$ cat config.mk
export PLATFORM = sky130hd
export DESIGN_NAME = sha256_byte_stream_hasher
export DESIGN_NICKNAME = d
export VERILOG_FILES = /design/src/sbsh_pkg.sv /design/src/sha256_byte_stream_hasher.sv
export SDC_FILE = /design/constraint.sdc
export NUM_CORES = 2
export LEC_CHECK = 0
export BUFFER_PORTS_ARGS = -buffer_cell sky130_fd_sc_hd__buf_4
export CAP_MARGIN = 10
export CELL_PAD_IN_SITES_DETAIL_PLACEMENT = 0
export CELL_PAD_IN_SITES_GLOBAL_PLACEMENT = 2
export CORE_UTILIZATION = 45
export DETAILED_ROUTE_END_ITERATION = 6
export GPL_TIMING_DRIVEN = 0
export PLACE_DENSITY_LB_ADDON = 0.1
export SLEW_MARGIN = 15
export SYNTH_ARGS = -nofsm -noshare
export SYNTH_HDL_FRONTEND = slang
export SYNTH_SLANG_ARGS = --single-unit
$ cat constraint.sdc
create_clock -name i_clk -period 113.7 [get_ports i_clk]
set_clock_uncertainty 0.15 [all_clocks]
set_input_delay 5.685 -clock i_clk [delete_from_list [all_inputs] [get_ports i_clk]]
set_output_delay 5.685 -clock i_clk [all_outputs]
set_load 0.01 [all_outputs]
$ cat src/sbsh_pkg.sv
// shared types, constants and round functions for the sha-256 byte hasher
// no dependencies
`timescale 1ns / 1ps

package sbsh_pkg;

    typedef enum logic [2:0] {
        ST_IDLE,
        ST_PAD,
        ST_COMP,
        ST_ADD,
        ST_OUT
    } t_state;

    typedef logic [31:0] t_word;

    localparam t_word ROUND_K [64] = '{
        32'h428a2f98, 32'h71374491, 32'hb5c0fbcf, 32'he9b5dba5,
        32'h3956c25b, 32'h59f111f1, 32'h923f82a4, 32'hab1c5ed5,
        32'hd807aa98, 32'h12835b01, 32'h243185be, 32'h550c7dc3,
        32'h72be5d74, 32'h80deb1fe, 32'h9bdc06a7, 32'hc19bf174,
        32'he49b69c1, 32'hefbe4786, 32'h0fc19dc6, 32'h240ca1cc,
        32'h2de92c6f, 32'h4a7484aa, 32'h5cb0a9dc, 32'h76f988da,
        32'h983e5152, 32'ha831c66d, 32'hb00327c8, 32'hbf597fc7,
        32'hc6e00bf3, 32'hd5a79147, 32'h06ca6351, 32'h14292967,
        32'h27b70a85, 32'h2e1b2138, 32'h4d2c6dfc, 32'h53380d13,
        32'h650a7354, 32'h766a0abb, 32'h81c2c92e, 32'h92722c85,
        32'ha2bfe8a1, 32'ha81a664b, 32'hc24b8b70, 32'hc76c51a3,
        32'hd192e819, 32'hd6990624, 32'hf40e3585, 32'h106aa070,
        32'h19a4c116, 32'h1e376c08, 32'h2748774c, 32'h34b0bcb5,
        32'h391c0cb3, 32'h4ed8aa4a, 32'h5b9cca4f, 32'h682e6ff3,
        32'h748f82ee, 32'h78a5636f, 32'h84c87814, 32'h8cc70208,
        32'h90befffa, 32'ha4506ceb, 32'hbef9a3f7, 32'hc67178f2
    };

    localparam t_word INIT_H [8] = '{
        32'h6a09e667, 32'hbb67ae85, 32'h3c6ef372, 32'ha54ff53a,
        32'h510e527f, 32'h9b05688c, 32'h1f83d9ab, 32'h5be0cd19
    };

    localparam logic [7:0] PAD_MARK  = 8'h80;
    localparam logic [5:0] LEN_START = 6'd56;
    localparam logic [5:0] LAST_SLOT = 6'd63;
    localparam logic [5:0] LAST_RND  = 6'd63;
    localparam logic [2:0] LAST_IDX  = 3'd7;

    function automatic t_word rotr(input t_word x, input int s);
        return (x >> s) | (x << (32 - s));
    endfunction

    function automatic t_word bsig0(input t_word x);
        return rotr(x, 2) ^ rotr(x, 13) ^ rotr(x, 22);
    endfunction

    function automatic t_word bsig1(input t_word x);
        return rotr(x, 6) ^ rotr(x, 11) ^ rotr(x, 25);
    endfunction

    function automatic t_word ssig0(input t_word x);
        return rotr(x, 7) ^ rotr(x, 18) ^ (x >> 3);
    endfunction

    function automatic t_word ssig1(input t_word x);
        return rotr(x, 17) ^ rotr(x, 19) ^ (x >> 10);
    endfunction

endpackage

$ cat src/sha256_byte_stream_hasher.sv
// channel  dir  beat fields                              handshake
// input    in   data_byte, byte_present, end_of_message  i_in_valid / o_in_ready
// output   out  digest_word, word_index, last_word       o_out_valid / i_out_ready
//
// a byte beat is taken whenever input is ready; the beat that fills a 64-byte block starts
// the compression (rounds through the single round unit, then one chaining add)
// end of message: padding goes in one byte per cycle, followed by one or two
// compressions, then eight output beats; input is not ready in that time
// synchronous active-low reset loads the initial hash and empties the block
// a stalled output beat holds its word until taken
// depends on sbsh_pkg
`timescale 1ns / 1ps

module sha256_byte_stream_hasher (
    input  logic        i_clk,
    input  logic        i_rst_n,
    input  logic        i_in_valid,
    output logic        o_in_ready,
    input  logic [7:0]  i_data_byte,
    input  logic        i_byte_present,
    input  logic        i_end_of_message,
    output logic        o_out_valid,
    input  logic        i_out_ready,
    output logic [31:0] o_digest_word,
    output logic [2:0]  o_word_index,
    output logic        o_last_word
);
    import sbsh_pkg::*;

    t_state       r_state, n_state;
    logic [5:0]   r_fill, n_fill;
    logic [60:0]  r_cnt, n_cnt;
    logic [511:0] r_blk, n_blk;
    t_word        r_h [8];
    t_word        n_h [8];
    t_word        r_v [8];
    t_word        n_v [8];
    logic [5:0]   r_rnd, n_rnd;
    logic [2:0]   r_oidx, n_oidx;
    logic         r_sent80, n_sent80;
    logic         r_len_ok, n_len_ok;
    logic         r_then_pad, n_then_pad;
    logic         r_then_out, n_then_out;

    logic         w_in_acc;
    logic [63:0]  w_bits;
    logic [7:0]   w_len_byte;
    logic [7:0]   w_pad_byte;
    t_word        w_w0, w_w1, w_w9, w_w14, w_new_w;
    t_word        w_t1, w_t2, w_ch, w_maj;

    assign w_in_acc   = i_in_valid & o_in_ready;
    assign w_bits     = {r_cnt, 3'b000};
    assign w_len_byte = w_bits[{~r_fill[2:0], 3'b000} +: 8];

    always_comb begin
        priority if (!r_sent80) begin
            w_pad_byte = PAD_MARK;
        end else if (r_len_ok && (r_fill >= LEN_START)) begin
            w_pad_byte = w_len_byte;
        end else begin
            w_pad_byte = 8'h00;
        end
    end

    // message schedule window and round unit
    assign w_w0    = r_blk[511:480];
    assign w_w1    = r_blk[479:448];
    assign w_w9    = r_blk[223:192];
    assign w_w14   = r_blk[63:32];
    assign w_new_w = w_w0 + ssig0(w_w1) + w_w9 + ssig1(w_w14);
    assign w_ch    = (r_v[4] & r_v[5]) ^ (~r_v[4] & r_v[6]);
    assign w_maj   = (r_v[0] & r_v[1]) ^ (r_v[0] & r_v[2]) ^ (r_v[1] & r_v[2]);
    assign w_t1    = r_v[7] + bsig1(r_v[4]) + w_ch + ROUND_K[r_rnd] + w_w0;
    assign w_t2    = bsig0(r_v[0]) + w_maj;

    // next state
    always_comb begin
        n_state = r_state;
        unique case (r_state)
            ST_IDLE: begin
                if (w_in_acc) begin
                    if (i_byte_present && (r_fill == LAST_SLOT)) begin
                        n_state = ST_COMP;
                    end else if (i_end_of_message) begin
                        n_state = ST_PAD;
                    end
                end
            end
            ST_PAD: begin
                if (r_fill == LAST_SLOT) begin
                    n_state = ST_COMP;
                end
            end
            ST_COMP: begin
                if (r_rnd == LAST_RND) begin
                    n_state = ST_ADD;
                end
            end
            ST_ADD: begin
                if (r_then_out) begin
                    n_state = ST_OUT;
                end else if (r_then_pad) begin
                    n_state = ST_PAD;
                end else begin
                    n_state = ST_IDLE;
                end
            end
            ST_OUT: begin
                if (i_out_ready && (r_oidx == LAST_IDX)) begin
                    n_state = ST_IDLE;
                end
            end
            default: begin
                n_state = ST_IDLE;
            end
        endcase
    end

    // datapath
    always_comb begin
        n_fill     = r_fill;
        n_cnt      = r_cnt;
        n_blk      = r_blk;
        n_h        = r_h;
        n_v        = r_v;
        n_rnd      = r_rnd;
        n_oidx     = r_oidx;
        n_sent80   = r_sent80;
        n_len_ok   = r_len_ok;
        n_then_pad = r_then_pad;
        n_then_out = r_then_out;
        unique case (r_state)
            ST_IDLE: begin
                if (w_in_acc && i_byte_present) begin
                    n_blk = {r_blk[503:0], i_data_byte};
                    n_fill = r_fill + 6'd1;
                    n_cnt = r_cnt + 61'd1;
                    if (r_fill == LAST_SLOT) begin
                        n_v = r_h;
                        n_rnd = '0;
                        n_then_pad = i_end_of_message;
                        n_then_out = 1'b0;
                    end
                end
            end
            ST_PAD: begin
                n_blk = {r_blk[503:0], w_pad_byte};
                n_fill = r_fill + 6'd1;
                if (!r_sent80) begin
                    n_sent80 = 1'b1;
                    n_len_ok = (r_fill < LEN_START);
                end
                if (r_fill == LAST_SLOT) begin
                    n_v = r_h;
                    n_rnd = '0;
                    n_then_pad = 1'b1;
                    n_then_out = r_sent80 & r_len_ok;
                end
            end
            ST_COMP: begin
                n_blk = {r_blk[479:0], w_new_w};
                n_rnd = r_rnd + 6'd1;
                n_v[7] = r_v[6];
                n_v[6] = r_v[5];
                n_v[5] = r_v[4];
                n_v[4] = r_v[3] + w_t1;
                n_v[3] = r_v[2];
                n_v[2] = r_v[1];
                n_v[1] = r_v[0];
                n_v[0] = w_t1 + w_t2;
            end
            ST_ADD: begin
                for (int i = 0; i < 8; i++) begin
                    n_h[i] = r_h[i] + r_v[i];
                end
                n_len_ok = r_len_ok | r_sent80;
                n_oidx = '0;
            end
            ST_OUT: begin
                if (i_out_ready) begin
                    n_oidx = r_oidx + 3'd1;
                    if (r_oidx == LAST_IDX) begin
                        n_h = INIT_H;
                        n_fill = '0;
                        n_cnt = '0;
                        n_sent80 = 1'b0;
                        n_len_ok = 1'b0;
                    end
                end
            end
            default: begin
                n_fill = r_fill;
            end
        endcase
    end

    // port outputs
    always_comb begin
        o_in_ready    = (r_state == ST_IDLE);
        o_out_valid   = (r_state == ST_OUT);
        o_digest_word = r_h[r_oidx];
        o_word_index  = r_oidx;
        o_last_word   = (r_oidx == LAST_IDX);
    end

    always_ff @(posedge i_clk) begin
        if (!i_rst_n) begin
            r_state    <= ST_IDLE;
            r_fill     <= '0;
            r_cnt      <= '0;
            r_h        <= INIT_H;
            r_oidx     <= '0;
            r_sent80   <= 1'b0;
            r_len_ok   <= 1'b0;
            r_then_pad <= 1'b0;
            r_then_out <= 1'b0;
        end else begin
            r_state    <= n_state;
            r_fill     <= n_fill;
            r_cnt      <= n_cnt;
            r_h        <= n_h;
            r_oidx     <= n_oidx;
            r_sent80   <= n_sent80;
            r_len_ok   <= n_len_ok;
            r_then_pad <= n_then_pad;
            r_then_out <= n_then_out;
        end
    end

    always_ff @(posedge i_clk) begin
        r_blk <= n_blk;
        r_v   <= n_v;
        r_rnd <= n_rnd;
    end

endmodule

==> impl_metrics.ini <==
[logic_synthesis]
synth_cells = 8389
yosysUniqueCellTypes = 88
synth-main-ff-cell = edfxtp_1
ys_seq_area_share_pct = 39.8
ys_seq_elements = 1107
ys_warn_count = 0
async_flop_share_pct = 0
syn_avg_cell_area_um2 = 8.95
synth-edff-count = 774
synth_fp_nets = 9000
synth_area_um2 = 75100

[clocking]
clockBufferDepth = 3
cts_root_buffer = clkbuf_16
cts-htree-levels = 4
cts_inserted_buffers = 138
worst_skew_pair.late_latency_ns = 0.81
clk_pin_slew_worst_paths_ns = 0.06
cts.sinks = 1107
cts_hold_buf = 0
cts_tree = built
postCtsResizedCells = 0
post-cts-setup-buffers = 0

[setup_path]
r2r_cells = 31
slowest_delay_ns = 0.85
crit_path_max_fanout = 11
cpMaxStageDelayCell = xor2_1
cp_common_cell = o21ai_0
crit_arrival_ns = 13.02
r2r-end = r_v[254]$_DFFE_PP_
endpoint_kind = register
required_ns = 114.06
critPathKind = register to register
startpoint_type = register
reg2reg_from = r_rnd[1]$_SDFFCE_PN0P_
regToRegSetupSlack_ns = 101.03

[drt]
drtIter0Drc = 7763
routed_wl_um = 312000
viasPerCell = 5.97
num_vias = 65200
drt-pass1-iter-count = 6
drc = 0
ant_nets = 0
wire_per_inst_um = 28.6

[layout]
stdcell_area_um2 = 83900
fin_nets = 9235
layout.cells.most_common_list = 2294 x nand2_1, 774 x edfxtp_1, 471 x o21ai_0
final_common_cell = nand2_1
multi_input_area_um2 = 41900
fill_cells = 15700
syn_to_final_growth_pct = 11.7
final_layout_size_suffix_gt1_share_pct = 6.01
ff_latch_area_um2 = 29900
stdcell_count = 10900

[min_path]
hold_path.class = register to register
hp-start = r_then_pad$_SDFFE_PN0P_
holdPathStages = 2
min_to = r_then_pad$_SDFFE_PN0P_

[floorplanning]
pin_count = 52
rows = 149
die_h_um = 411
die_area_um2 = 169000
coreArea_um2 = 165000
start_util_pct = 45.4
die-width_um = 411

[pwr]
peakVddDrop_mv = 0.0191
fin_total_pwr_mw = 1.75
p_leak_nw = 34.4
pwr_density_cell_nw_per_um2 = 20.8

[sta]
clock.fmax_mhz = 78.9
grt_setup_unrepaired = false
fin_crit_sh_pct = 11.1
maxSlewViolCount = 0
setup-violations-final = 0
finalSetupTns_ns = 0
worst_slew_pin_slew_ns = 1.35
slew_headroom_pct = 9.72
whs_ns = 0.307
post-route-min-period_ns = 12.67
finalHoldViolCount = 0

[place]
place_congestion = 1.04
port_buffers = 51
dp.cells = 10700
place_hpwl_um = 246000
placed_area_um2 = 79300

[grt]
grt_pass1_vias = 62000
grt_max_degree = 31
grt_overflow = 0
grt_pass1_wl_um = 440000
grt_util_all_layers_pct = 36.4
antenna_found_initial = 16

[outcome]
outcome = completed

[run]
maxCapViolCount = 0
## registers in the layout (all words and copies together) (netlist names)
register,flops
r_v,256
o_word_index,3
r_state,3
r_then_pad,1
r_fill,6
r_rnd,6
r_len_ok,1
r_cnt,61
r_blk,512
r_then_out,1
r_h,256
r_sent80,1
## area by class of cell
cell class                      instances  share of cell area (%)
Antenna cell                            3                 0.00895
Buffer                                475                    2.19
Clock buffer                          188                    4.51
Clock inverter                         66                   0.856
Inverter                              429                    1.92
Multi-Input combinational cell       6378                    50.0
Sequential cell                      1107                    35.7
Tap cell                             2189                    3.27
Timing Repair Buffer                   95                    1.63
## layer usage
metal / vias up / GRT usage [%] / wire [um]
met2: 3151 / 53.1 / 131000
met4: 4 / 19.2 / 18500
met3: 635 / 8.02 / 31300
li1: 29600 / - / -
met5: - / 0 / 23
met1: 31900 / 50.4 / 132000
## logic make-up (layout without fill, tap and decap cells)
family	Yosys count	after routing	share of synthesized area, %
buffers and inverters	904	1253	4.53
and+or+nand+nor	3262	3262	18.0
muxes	180	180	3.91
other	0	3	0
xor gates and xnor gates	598	598	6.97
adders and majority gates	624	624	12.3
DFF	1107	1107	39.8
AOI/OAI and AO/OA	1714	1714	14.5
## report_power, final
part,switching [mW],internal [mW]
Sequential,0.0203,0.471
Clock,0.190,0.252
Combinational,0.531,0.282
Total,0.741,1.01
## metrics by stage
stage | utilization, % | setup WS (ns)
finish | 50.7 | 101.03
CTS | 50.7 | 101.47
global placement | 47.3 | 41.61
floorplan | - | 63.87
detailed placement | 48.0 | 101.60
global route | 50.7 | 100.95
## worst max-delay path, delay by kind of cell, from the launching register on
family,cells,cell delay [ns]
flip-flops,1,0.79
buffers and inverters,5,2.04
adder cells (fa/ha/maj),6,2.55
XOR/XNOR,2,0.99
AO/OA/AOI/OAI,12,3.56
AND/OR/NAND/NOR,6,2.27
## cell usage after synthesis (all sizes together), types with 54 or more instances
library cell,instances,share of area [%]
nand3,118,0.80
a22oi,62,0.62
dfxtp,333,8.9
xor2,234,2.7
ha,402,6.7
fa,195,5.2
xnor2,364,4.2
edfxtp,774,31
clkbuf,436,2.2
nand2,2297,11
mux4,86,2.6
inv,425,2.1
o22ai,72,0.60
a21o,219,2.2
nor2,408,2.0
a211oi,54,0.54
o21a,59,0.59
a31oi,62,0.52
a21oi,393,2.6
nor3,85,0.57
o21ai,479,3.2
## how the worst max path moves through the flow
stage	from	to	cells past startpoint
after floorplan	i_in_valid	r_rnd[0]$_SDFFCE_PN0P_	3
after global placement	i_byte_present	r_rnd[0]$_SDFFCE_PN0P_	4
after detailed placement	r_rnd[1]$_SDFFCE_PN0P_	r_v[254]$_DFFE_PP_	31
after CTS	r_rnd[1]$_SDFFCE_PN0P_	r_v[254]$_DFFE_PP_	31
after global routing	r_rnd[1]$_SDFFCE_PN0P_	r_v[254]$_DFFE_PP_	31
final	r_rnd[1]$_SDFFCE_PN0P_	r_v[254]$_DFFE_PP_	31
Power figures use the tool's default switching activity.
